File: src/hw/rtl/hmte_pkg.sv
// ----------------------------------------------------------------------------
// hmte_pkg
// Shared widths, default window size and result case codes for the
// harmonic-mean throughput estimator.
// ----------------------------------------------------------------------------
package hmte_pkg;

  localparam int WINDOW_DEF = 5;

  localparam int BYTES_W  = 32;
  localparam int US_W     = 32;
  localparam int KBPS_W   = 32;
  localparam int RECIP_W  = 48;
  localparam int SCALED_W = 45;  // bytes * 8000 fits in 32 + 13 bits
  localparam int CASE_W   = 2;

  localparam logic [CASE_W-1:0] CASE_NONE = 2'd0;
  localparam logic [CASE_W-1:0] CASE_FILL = 2'd1;
  localparam logic [CASE_W-1:0] CASE_FULL = 2'd2;

endpackage

File: src/hw/rtl/hmte_div.sv
// ----------------------------------------------------------------------------
// hmte_div
// Bit-serial restoring divider: one quotient bit per cycle, dividend
// shifted out at the top while quotient bits shift in at the bottom.
// ----------------------------------------------------------------------------
module hmte_div #(
  parameter int DVW = 51,
  parameter int DSW = 51
) (
  input  logic           clk,
  input  logic           rst_n,
  input  logic           start,
  input  logic [DVW-1:0] dividend,
  input  logic [DSW-1:0] divisor,
  output logic           done,
  output logic [DVW-1:0] quotient
);

  localparam int CW = $clog2(DVW + 1);

  logic [DVW-1:0] acc_r, acc_nxt;
  logic [DSW-1:0] rem_r, rem_nxt;
  logic [DSW-1:0] dsr_r, dsr_nxt;
  logic [CW-1:0]  cnt_r, cnt_nxt;
  logic           done_r, done_nxt;

  logic [DSW:0]   rem_sh;
  logic [DSW+1:0] diff;

  always_comb begin
    rem_sh   = {rem_r, acc_r[DVW-1]};
    diff     = {1'b0, rem_sh} - {2'b00, dsr_r};
    acc_nxt  = acc_r;
    rem_nxt  = rem_r;
    dsr_nxt  = dsr_r;
    cnt_nxt  = cnt_r;
    done_nxt = 1'b0;
    if (start) begin
      acc_nxt = dividend;
      rem_nxt = '0;
      dsr_nxt = divisor;
      cnt_nxt = CW'(DVW);
    end else if (cnt_r != '0) begin
      // keep the difference when it does not borrow
      if (diff[DSW+1]) begin
        rem_nxt = rem_sh[DSW-1:0];
        acc_nxt = {acc_r[DVW-2:0], 1'b0};
      end else begin
        rem_nxt = diff[DSW-1:0];
        acc_nxt = {acc_r[DVW-2:0], 1'b1};
      end
      cnt_nxt  = cnt_r - 1'b1;
      done_nxt = (cnt_r == CW'(1));
    end
  end

  always_ff @(posedge clk) begin
    acc_r <= acc_nxt;
    rem_r <= rem_nxt;
    dsr_r <= dsr_nxt;
    if (!rst_n) begin
      cnt_r  <= '0;
      done_r <= 1'b0;
    end else begin
      cnt_r  <= cnt_nxt;
      done_r <= done_nxt;
    end
  end

  assign done     = done_r;
  assign quotient = acc_r;

endmodule

File: src/hw/rtl/harmonic_mean_throughput_estimator.sv
// ----------------------------------------------------------------------------
// harmonic_mean_throughput_estimator
// Sliding-window harmonic-mean bandwidth estimate over downloaded segments.
// ----------------------------------------------------------------------------
// Usage:
//   Input channel (in_valid / in_stall) takes one transaction per segment:
//   has_previous, segment_bytes and download_us. Output channel
//   (out_valid / out_stall) returns one transaction per input: the estimate
//   in kbit/s and a decision case (none, filling, full).
//   A transaction without history goes from S_IDLE through S_OUT to the output
//   register. One with history runs three divisions on a single bit-serial
//   divider with a dividend of 48 + clog2(WINDOW+1) bits, stepping through the
//   states S_THR, S_RECIP, S_SUB, S_ADD, S_EST and S_OUT. That divider
//   sets the rate: one transaction at a time, in_stall is high while busy.
//   A finished result waits in the output register; the next input is taken
//   meanwhile and only its own result waits for out_stall to drop.
//   Reset (rst_n low, synchronous) empties the window and the running sum and
//   drops any pending result. Ring entries are never cleared: the fill count
//   guards them, so an entry is only read after it was written.
// ----------------------------------------------------------------------------
module harmonic_mean_throughput_estimator
  import hmte_pkg::*;
#(
  parameter int WINDOW = WINDOW_DEF
) (
  input  logic                clk,
  input  logic                rst_n,
  input  logic                in_valid,
  output logic                in_stall,
  input  logic                in_has_previous,
  input  logic [BYTES_W-1:0]  in_segment_bytes,
  input  logic [US_W-1:0]     in_download_us,
  output logic                out_valid,
  input  logic                out_stall,
  output logic [KBPS_W-1:0]   out_estimate_kbps,
  output logic [CASE_W-1:0]   out_decision_case
);

  localparam int FW  = $clog2(WINDOW + 1);             // fill count width
  localparam int SLW = (WINDOW > 1) ? $clog2(WINDOW) : 1;
  localparam int SW  = RECIP_W + FW;                   // running sum width
  localparam int DVW = SW;                             // divider dividend width

  typedef enum logic [2:0] {
    S_IDLE, S_THR, S_RECIP, S_SUB, S_ADD, S_EST, S_OUT
  } state_t;

  state_t              state_r, state_nxt;
  logic [SW-1:0]       sum_r, sum_nxt;
  logic [FW-1:0]       fill_r, fill_nxt;
  logic [SLW-1:0]      slot_r, slot_nxt;
  logic [RECIP_W-1:0]  recip_r, recip_nxt;
  logic [KBPS_W-1:0]   est_r, est_nxt;
  logic [CASE_W-1:0]   case_r, case_nxt;
  logic                out_valid_r, out_valid_nxt;
  logic [KBPS_W-1:0]   out_est_r, out_est_nxt;
  logic [CASE_W-1:0]   out_case_r, out_case_nxt;

  // window ring and its registered read port
  logic [RECIP_W-1:0]  ring_r [WINDOW];
  logic [RECIP_W-1:0]  ring_rd_r;
  logic                ring_we;

  // shared divider
  logic                div_start;
  logic [DVW-1:0]      div_dvd;
  logic [SW-1:0]       div_dsr;
  logic                div_done;
  logic [DVW-1:0]      div_quo;

  logic [SCALED_W-1:0] scaled;
  logic [BYTES_W-1:0]  kbps;
  logic [RECIP_W-1:0]  recip_sat;
  logic [KBPS_W-1:0]   est_sat;
  logic                win_full;
  logic [SW-1:0]       sum_add;

  // bytes * 8000 as (b << 13) - (b << 7) - (b << 6)
  assign scaled = (SCALED_W'(in_segment_bytes) << 13)
                - (SCALED_W'(in_segment_bytes) << 7)
                - (SCALED_W'(in_segment_bytes) << 6);

  // clamp the segment rate to [1, 2^32-1]
  always_comb begin
    if (|div_quo[DVW-1:KBPS_W]) begin
      kbps = '1;
    end else if (div_quo[KBPS_W-1:0] == '0) begin
      kbps = KBPS_W'(1);
    end else begin
      kbps = div_quo[KBPS_W-1:0];
    end
  end

  // a rate of 1 gives exactly 2^48: saturate to fit a ring entry
  assign recip_sat = (|div_quo[DVW-1:RECIP_W]) ? '1 : div_quo[RECIP_W-1:0];
  assign est_sat   = (|div_quo[DVW-1:KBPS_W]) ? '1 : div_quo[KBPS_W-1:0];
  assign win_full  = (fill_r == FW'(WINDOW));
  assign sum_add   = sum_r + SW'(recip_r);

  always_comb begin
    state_nxt     = state_r;
    sum_nxt       = sum_r;
    fill_nxt      = fill_r;
    slot_nxt      = slot_r;
    recip_nxt     = recip_r;
    est_nxt       = est_r;
    case_nxt      = case_r;
    out_valid_nxt = out_valid_r;
    out_est_nxt   = out_est_r;
    out_case_nxt  = out_case_r;
    ring_we       = 1'b0;
    div_start     = 1'b0;
    div_dvd       = DVW'(scaled);
    div_dsr       = (in_download_us == '0) ? SW'(1) : SW'(in_download_us);

    // drop a delivered result
    if (out_valid_r && !out_stall) begin
      out_valid_nxt = 1'b0;
    end

    unique case (state_r)
      S_IDLE: begin
        if (in_valid) begin
          if (in_has_previous) begin
            // first division: segment rate in kbit/s
            div_start = 1'b1;
            state_nxt = S_THR;
          end else begin
            est_nxt   = '0;
            case_nxt  = CASE_NONE;
            state_nxt = S_OUT;
          end
        end
      end
      S_THR: begin
        if (div_done) begin
          // second division: Q48 reciprocal of the rate
          div_start = 1'b1;
          div_dvd   = DVW'(1) << RECIP_W;
          div_dsr   = SW'(kbps);
          state_nxt = S_RECIP;
        end
      end
      S_RECIP: begin
        if (div_done) begin
          recip_nxt = recip_sat;
          state_nxt = S_SUB;
        end
      end
      S_SUB: begin
        // retire the oldest entry once the window is full, then overwrite it
        if (win_full) begin
          sum_nxt = sum_r - SW'(ring_rd_r);
        end else begin
          fill_nxt = fill_r + 1'b1;
        end
        ring_we   = 1'b1;
        slot_nxt  = (slot_r == SLW'(WINDOW - 1)) ? '0 : slot_r + 1'b1;
        state_nxt = S_ADD;
      end
      S_ADD: begin
        // third division: count * 2^48 / sum
        sum_nxt   = sum_add;
        div_start = 1'b1;
        div_dvd   = DVW'(fill_r) << RECIP_W;
        div_dsr   = sum_add;
        state_nxt = S_EST;
      end
      S_EST: begin
        if (div_done) begin
          est_nxt   = est_sat;
          case_nxt  = win_full ? CASE_FULL : CASE_FILL;
          state_nxt = S_OUT;
        end
      end
      S_OUT: begin
        // hold until the output register is free
        if (!out_valid_r || !out_stall) begin
          out_valid_nxt = 1'b1;
          out_est_nxt   = est_r;
          out_case_nxt  = case_r;
          state_nxt     = S_IDLE;
        end
      end
      default: begin
        state_nxt = S_IDLE;
      end
    endcase
  end

  always_ff @(posedge clk) begin
    recip_r    <= recip_nxt;
    est_r      <= est_nxt;
    case_r     <= case_nxt;
    out_est_r  <= out_est_nxt;
    out_case_r <= out_case_nxt;
    if (!rst_n) begin
      state_r     <= S_IDLE;
      sum_r       <= '0;
      fill_r      <= '0;
      slot_r      <= '0;
      out_valid_r <= 1'b0;
    end else begin
      state_r     <= state_nxt;
      sum_r       <= sum_nxt;
      fill_r      <= fill_nxt;
      slot_r      <= slot_nxt;
      out_valid_r <= out_valid_nxt;
    end
  end

  always_ff @(posedge clk) begin
    if (ring_we) begin
      ring_r[slot_r] <= recip_r;
    end
    ring_rd_r <= ring_r[slot_r];
  end

  hmte_div #(
    .DVW (DVW),
    .DSW (SW)
  ) u_div (
    .clk      (clk),
    .rst_n    (rst_n),
    .start    (div_start),
    .dividend (div_dvd),
    .divisor  (div_dsr),
    .done     (div_done),
    .quotient (div_quo)
  );

  assign in_stall          = (state_r != S_IDLE);
  assign out_valid         = out_valid_r;
  assign out_estimate_kbps = out_est_r;
  assign out_decision_case = out_case_r;

endmodule

File: config.mk
export PLATFORM = sky130hd
export DESIGN_NAME = harmonic_mean_throughput_estimator
export DESIGN_NICKNAME = d
export VERILOG_FILES = /design/src/hw/rtl/hmte_pkg.sv /design/src/hw/rtl/hmte_div.sv /design/src/hw/rtl/harmonic_mean_throughput_estimator.sv
export SDC_FILE = /design/constraint.sdc
export NUM_CORES = 1
export LEC_CHECK = 0
export BUFFER_PORTS_ARGS = -buffer_cell sky130_fd_sc_hd__buf_2
export CORE_MARGIN = 4
export CORE_UTILIZATION = 45
export DETAILED_ROUTE_END_ITERATION = 16
export PLACE_DENSITY_LB_ADDON = 0.1
export SKIP_CTS_REPAIR_TIMING = 1
export SLEW_MARGIN = 25
export SYNTH_ARGS = -nofsm -noshare
export SYNTH_HDL_FRONTEND = slang
export SYNTH_SLANG_ARGS = --single-unit
File: constraint.sdc
create_clock -name clk -period 6.3 [get_ports clk]
set_input_delay 0.945 -clock clk [delete_from_list [all_inputs] [get_ports clk]]
set_output_delay 0.945 -clock clk [all_outputs]
set_load 0.02 [all_outputs]
==> results.cfg, run 1 <==
[clock_network]
worstSkewPairLatency_ps = 620
cts_root_buffer = clkbuf_16
cts_sinks = 625
htree_levels = 3
cts_buffers = 72
clock_path_buffers = 3
clkTransAtPathRegs_ps = 60
cts_tree = done

[hold_path]
hp-class = flop to flop
whs_path_depth = 0
min_from = est_r[31]$_SDFFCE_PN0P_
hold-path-endpoint = out_estimate_kbps[31]$_DFFE_PP_

[timing]
min_period_ps = 4290
rsz0062_at_grt = false
post-route-period-util_pct = 68.2
fin_worst_skew_ps = 24.9
setup_slack_ps = 2010
hold_viol = 0
clock.fmax_mhz = 233
setup_viol_count_final = 0
tightest_slew_ps = 1080
setup_tns_ps = 0
drv_slew = 0
maxSlewHeadroom_pct = 27.6

[worst_setup_path]
cp-start-kind = flop
critPathCaptureType = flop
path_buf_inv = 1
reg2reg_depth = 13
cp_slowest_cell = a2111oi_0
path_cells = inv_1 -> ha_1 -> nor3_1 -> nor4_1 -> o21ai_1 -> a2111oi_0 -> o21ai_1 -> a211oi_2 -> o211ai_1 -> a21oi_1 -> xor2_1 -> mux2_1 -> a22o_1
critical-path-top-delay-family = compound AO/OA/AOI/OAI gates
slowest_delay_ps = 770
r2r_start = u_div.dsr_r[12]$_DFFE_PP_
r2r_slack_ps = 2010
crit_start = u_div.dsr_r[12]$_DFFE_PP_
cp.required_ps = 6810
cp_common_cell = o21ai_1
crit_fanout = 7
arrival_ps = 4800
rr_endpoint = u_div.rem_r[46]$_SDFFE_PP0N_
crit_type = flop to flop

[logic_synthesis]
yosysWarnings = 0
synth_flop_cell = edfxtp_1
synthTopCellsByArea = edfxtp_1 40%, dfxtp_1 9.6%, ha_1 7.3%
ys_types = 99
synth_edf_count = 458
syn_area_mm2 = 0.0347
synth-async-reset-ratio_pct = 0
syn_inst = 3424
synthesis.nets = 3722
ys_seq_elements = 625
yosysSeqAreaShare_pct = 49.3
syn_area_per_cell_um2 = 10.1
synth_top_cell_area_share_pct = 39.7
synth_top_area_cell = edfxtp_1

[placed_design]
place_worst_setup_slack_ps = 1550
dp_hpwl_mm = 77.0
port_buffers = 104
post-place-cells = 4442
gp_congestion = 0.922

[pwr]
combPwrFrac_pct = 44.6
p_leak_nw = 15.2
switching_share_pct = 41.4
clock_power_share_pct = 22.3
power.switching_mw = 7.77
p_per_area_mw_per_mm2 = 485
internal_power_mw = 11.0
p_seq_share_pct = 33.1
peakVddDrop_uv = 315

[die]
rows = 101
die_w_um = 286
dieArea_mm2 = 0.0815
ios = 105
core_area_mm2 = 0.0762
start_util_pct = 45.5
die_h_um = 286

[flow_run]
drv_cap = 0

[final_layout]
layout.cells.non_filler = 4574
syn_to_final_growth_pct = 11.6
drive_above_1_share_pct = 9.37
final_core_util_pct = 50.8
fill_cells = 6963
seq_area_mm2 = 0.0171
nets = 3784
multi_input_area_mm2 = 0.0163

[drt]
ant_nets = 0
wl_per_cell_um = 23.1
vias = 26600
dr.pass1.iters = 6
vias_per_cell = 5.82
drt-total-wl_mm = 106
dr.first_iter.drc_count = 2186
drc = 0

[global_routing]
overflow = 0
antenna_found_initial = 2
grt_start_max_net_pins = 92
grt_pass1_wl_mm = 158
first_global_vias = 25800
grt_use_total_pct = 25.1

[run_status]
outcome = finished clean
## layout by cell type, fill, tap and decap left out, types with 50 or more instances in the layout
master     instances
nand2_1          273
a21o_1           102
buf_2            104
edfxtp_1         458
o21ai_1           50
ha_1             201
clkbuf_16         74
o21ai_0          208
nor2_1           296
xnor2_1           92
mux2i_1           55
nand2b_1          68
a21oi_1          325
xor2_1            84
inv_1            186
dfxtp_1          165
nand3_1           75
## logic make-up after synthesis
group,count (synthesis),synth area share (%)
AND/OR/NAND/NOR,939,12.5
buffers and inverters,351,3.90
XOR/XNOR,176,4.45
AO/OA/AOI/OAI,1046,19.2
adder cells (fa/ha/maj),229,8.87
multiplexers,58,1.72
flip-flops,625,49.3
## layout make-up
cell class,count,area share (%)
clock inverter,35,0.993
timing repair buffer,150,2.27
tap,1030,3.33
clock buffer,96,5.13
inverter,189,1.84
multi-input combinational,2448,42.2
sequential,625,44.2
antenna,1,0.00647
## power by group through the flow
stage	Sequential, mW	Combinational [mW]	Clock [mW]
after global routing	6.27	9.25	4.45
after detailed placement	6.27	8.30	0
after floorplan	5.89	6.18	0
after global placement	6.26	8.18	0
final	6.21	8.39	4.19
after CTS	6.19	8.35	4.27
## worst max-delay path by stage
stage	endpoint	cells past startpoint
finish	u_div.rem_r[46]$_SDFFE_PP0N_	13
global placement	u_div.quotient[43]$_DFFE_PP_	16
global route	u_div.rem_r[19]$_SDFFE_PP0N_	14
detailed placement	u_div.quotient[43]$_DFFE_PP_	16
CTS	u_div.rem_r[2]$_SDFFE_PP0N_	14
floorplan	recip_r[0]$_SDFFCE_PP1P_	2
## stage by stage
stage	area [um^2]	hold WS [ps]	power, mW
floorplan	34700	400	12.1
global placement	36300	401	14.4
detailed placement	36300	405	14.6
CTS	38700	415	18.8
global route	38700	419	20.0
finish	38700	414	18.8
## cell usage after synthesis, drive strengths merged, types with 7 or more instances
cell type,count
o21ai,259
dfxtp,167
a21oi,331
o211ai,44
a221o,7
nor4,31
o31ai,19
a22oi,48
a221oi,10
a211oi,46
o21bai,34
buf,24
o41ai,7
nand2b,68
inv,188
mux2i,55
a22o,7
o221ai,8
xor2,84
nand3,77
nand2,276
clkbuf,138
a31oi,26
fa,28
o21a,25
ha,201
xnor2,92
and2,21
a21boi,8
a21o,102
and3,22
and4,7
nor3,54
nor2,299
nor2b,21
nand4,37
edfxtp,458
## per-layer routing
| layer | up-vias | track usage (%) | share of wire, % |
|---|---|---|---|
| li1 | 12700 | - | - |
| met1 | 13000 | 33.3 | 43 |
| met2 | 803 | 43.1 | 48 |
| met3 | 158 | 3.50 | 5.4 |
| met4 | 0 | 7.26 | 2.8 |
| met5 | - | 0 | 0 |
## state kept, by name, summed over array words and instances, names as in the netlist
register and count:
case_r 2, est_r 32, fill_r 3, out_decision_case 2, out_estimate_kbps 32, out_valid 1
recip_r 48, ring_r 240, ring_rd_r 48, slot_r 3, state_r 3, sum_r 51
u_div.cnt_r 6, u_div.done 1, u_div.dsr_r 51, u_div.quotient 51, u_div.rem_r 51
(Power assumes the default switching activity.)
==> run 2: changes to the inputs <==
--- a/config.mk
+++ b/config.mk
@@ -5,6 +5,7 @@
 export SDC_FILE = /design/constraint.sdc
 export NUM_CORES = 1
 export LEC_CHECK = 0
+export ABC_AREA = 1
 export BUFFER_PORTS_ARGS = -buffer_cell sky130_fd_sc_hd__buf_2
 export CORE_MARGIN = 4
 export CORE_UTILIZATION = 45
==> constraint.sdc (replaced) <==
create_clock -name clk -period 4.4 [get_ports clk]
set_input_delay 0.66 -clock clk [delete_from_list [all_inputs] [get_ports clk]]
set_output_delay 0.66 -clock clk [all_outputs]
set_load 0.02 [all_outputs]
==> run 2 against run 1 <==
Against the previous run:
- power is 60% higher
- final cell count is 48% higher
- synthesized cell count is 58% higher
- clock skew is 11 ps higher
- routed wire length is 37% higher
- maximum frequency is 21% higher
- largest power group unchanged
- area after synthesis is 15% higher
- critical path type unchanged
==> results.cfg, run 2 <==
[logic_synthesis]
synth_edf_count = 458
synth_top_cell_area_share_pct = 34.4
synth_common_cells = 1568 x nand2_1, 971 x inv_1, 515 x nor2_1
syn_area_mm2 = 0.0400
ys_types = 50
synthesis.nets = 5704
synth.mux.area_fraction_pct = 0
ys_seq_elements = 625
synth_top_family_by_area = simple AND/OR/NAND/NOR gates
syn_area_per_cell_um2 = 7.40
yosysWarnings = 0
synth_compound_area_share_pct = 9.35
synth.most_common_cell = nand2_1
yosysSeqAreaShare_pct = 42.8
synth-async-reset-ratio_pct = 0
synthTopCellsByArea = edfxtp_1 34%, nand2_1 15%, inv_1 9.1%
synth_top_area_cell = edfxtp_1
synthXorXnorAreaFrac_pct = 0.810
synth_flop_cell = edfxtp_1
synthSimpleGateAreaFrac_pct = 29.0
syn_inst = 5406
synth_adder_area_share_pct = 7.69

[placed_design]
dp_hpwl_mm = 116
gp_congestion = 0.999
port_buffers = 104

[final_layout]
drive_above_1_share_pct = 6.29
fill_cells = 8799
nets = 5821
syn_to_final_growth_pct = 11.1
seq_area_mm2 = 0.0171
largest_reg_flops = 240
largest_register = ring_r
multi_input_area_mm2 = 0.0188
mostFrequentLayoutCells = 1567 x nand2_1, 968 x inv_1, 508 x nor2_1
layout_commonest_cell = nand2_1

[timing]
maxSlewHeadroom_pct = 29.8
fin_hold_ws_ps = 311
fin_worst_skew_ps = 35.7
rsz0062_at_grt = false
post-route-period-util_pct = 80.9
clock.fmax_mhz = 281
setup_viol_count_final = 0
setup_tns_ps = 0
tightest_slew_ps = 1050
min_period_ps = 3560
hold_viol = 0
drv_slew = 0

[worst_setup_path]
rr_endpoint = u_div.dsr_r[22]$_DFFE_PP_
cp.required_ps = 4750
cp-start-kind = flop
reg2reg_depth = 14
critPathCaptureType = flop
crit_fanout = 6
path_buf_inv = 1
r2r_slack_ps = 840
critical-path-top-delay-family = simple AND/OR/NAND/NOR gates
cp_slowest_cell = o21ai_0
arrival_ps = 3910
slowest_delay_ps = 690
cp_common_cell = nand2_1
r2r_start = recip_r[0]$_SDFFCE_PP1P_
path_cells = ha_1 -> fa_1 -> nand2_1 -> inv_1 -> nand2_1 -> nand2_1 -> nand2_1 -> nand2_1 -> nand2_1 -> nand2_1 -> nand2_1 -> nand2_1 -> o21ai_0 -> o221ai_1
crit_type = flop to flop

[global_routing]
grt_pass1_wl_mm = 216
antenna_found_initial = 6
grt_use_total_pct = 30.5
first_global_vias = 34100
overflow = 0
grt_start_max_net_pins = 75

[pwr]
peakVddDrop_uv = 418
p_per_area_mw_per_mm2 = 676
combPwrFrac_pct = 50.6
internal_power_mw = 16.0
power.switching_mw = 14.1
clock_power_share_pct = 20.0
p_leak_nw = 21.4
p_seq_share_pct = 29.4
switching_share_pct = 46.9

[hold_path]
min_from = out_stall
hold-path-endpoint = out_valid$_SDFF_PN0_
hp-class = input pin to flop
whs_path_depth = 3

[drt]
dr.pass1.iters = 6
routed.top_layer = met5
drc = 0
wl_per_cell_um = 21.5
dr.first_iter.drc_count = 3671
wl_met3_mm = 9.50
wirelength_met1_mm = 65.4
met2_length_mm = 65.2
ant_nets = 0
vias_per_cell = 5.35
drt-total-wl_mm = 145
vias = 36100

[clock_network]
cts_buffers = 73
worstSkewPairLatency_ps = 670
htree_levels = 3
clock_path_buffers = 3
cts_root_buffer = clkbuf_16
cts_tree = done
cts_sinks = 625
clkTransAtPathRegs_ps = 60

[die]
die_h_um = 306
rows = 109
ios = 105
core_area_mm2 = 0.0882
dieArea_mm2 = 0.0937
die_w_um = 306
start_util_pct = 45.3

[flow_run]
drv_cap = 0

[run_status]
outcome = finished clean
-- run 2: changes by cell type after synthesis, sizes merged, moves of 55 or more --
cell    change
nand2b     -68
xor2       -64
nand2    +1296
nand4      +60
inv       +791
mux2i      -55
nor2      +225
xnor2      -75
clkbuf     -66
a21o       -92
nand3     +357
-- run 2: area by class of cell --
| cell class | count | area share [%] |
|---|---|---|
| well taps | 1165 | 3.28 |
| inverters | 981 | 8.29 |
| diodes | 2 | 0.0113 |
| clock buffers | 96 | 4.42 |
| clock inverters | 38 | 0.988 |
| repair buffers | 155 | 2.16 |
| flip-flops and latches | 625 | 38.5 |
| multi-input cells | 3687 | 42.4 |
-- run 2: cell families after synthesis --
logic type / count (synthesis)
AO/OA/AOI/OAI: 664
XOR/XNOR: 37
adder cells (fa/ha/maj): 229
buffers and inverters: 1094
flip-flops: 625
AND/OR/NAND/NOR: 2757
-- run 2: worst max-delay path by stage --
stage / slack (ps) / start / end / cells after the start
2_1_floorplan: 390 / state_r[2]$_SDFFE_PN0P_ / ring_r[1][0]$_DFFE_PP_ / 4
3_3_place_gp: 820 / in_segment_bytes[0] / u_div.quotient[26]$_DFFE_PP_ / 14
3_5_place_dp: 790 / in_segment_bytes[28] / u_div.quotient[43]$_DFFE_PP_ / 13
4_1_cts: 880 / recip_r[0]$_SDFFCE_PP1P_ / u_div.dsr_r[22]$_DFFE_PP_ / 14
5_1_grt: 690 / recip_r[0]$_SDFFCE_PP1P_ / u_div.dsr_r[22]$_DFFE_PP_ / 14
6_report: 840 / recip_r[0]$_SDFFCE_PP1P_ / u_div.dsr_r[22]$_DFFE_PP_ / 14
-- run 2: routing by layer --
| metal | vias to the layer above | track usage [%] |
|---|---|---|
| met5 | - | 0 |
| met4 | 6 | 10.2 |
| met3 | 236 | 4.14 |
| met2 | 1262 | 48.6 |
| met1 | 16900 | 42.9 |
| li1 | 17800 | - |
-- run 2: stage by stage --
stage | total power, mW | area, um^2 | util (%) | cells | setup slack (ps)
2_1_floorplan | 19.1 | 40000 | - | 5406 | 393
3_3_place_gp | 23.8 | 42000 | 47.6 | 6611 | 816
3_5_place_dp | 23.8 | 42000 | 47.6 | 6612 | 791
4_1_cts | 30.0 | 44400 | 50.3 | 6746 | 875
5_1_grt | 32.2 | 44400 | 50.4 | 6747 | 691
6_report | 30.1 | 44400 | 50.4 | 6749 | 841
-- run 2: power groups by stage --
stage,logic (mW),registers (mW),clock network (mW)
global placement,14.9,8.91,0
finish,15.2,8.83,6.02
CTS,15.0,8.81,6.13
floorplan,10.5,8.53,0
detailed placement,14.9,8.93,0
global route,16.9,8.91,6.38
-- run 2: tightest hold or removal path: stages --
cell	delay (ps)
buf_2	130
nand2_1	80
a21oi_1	60
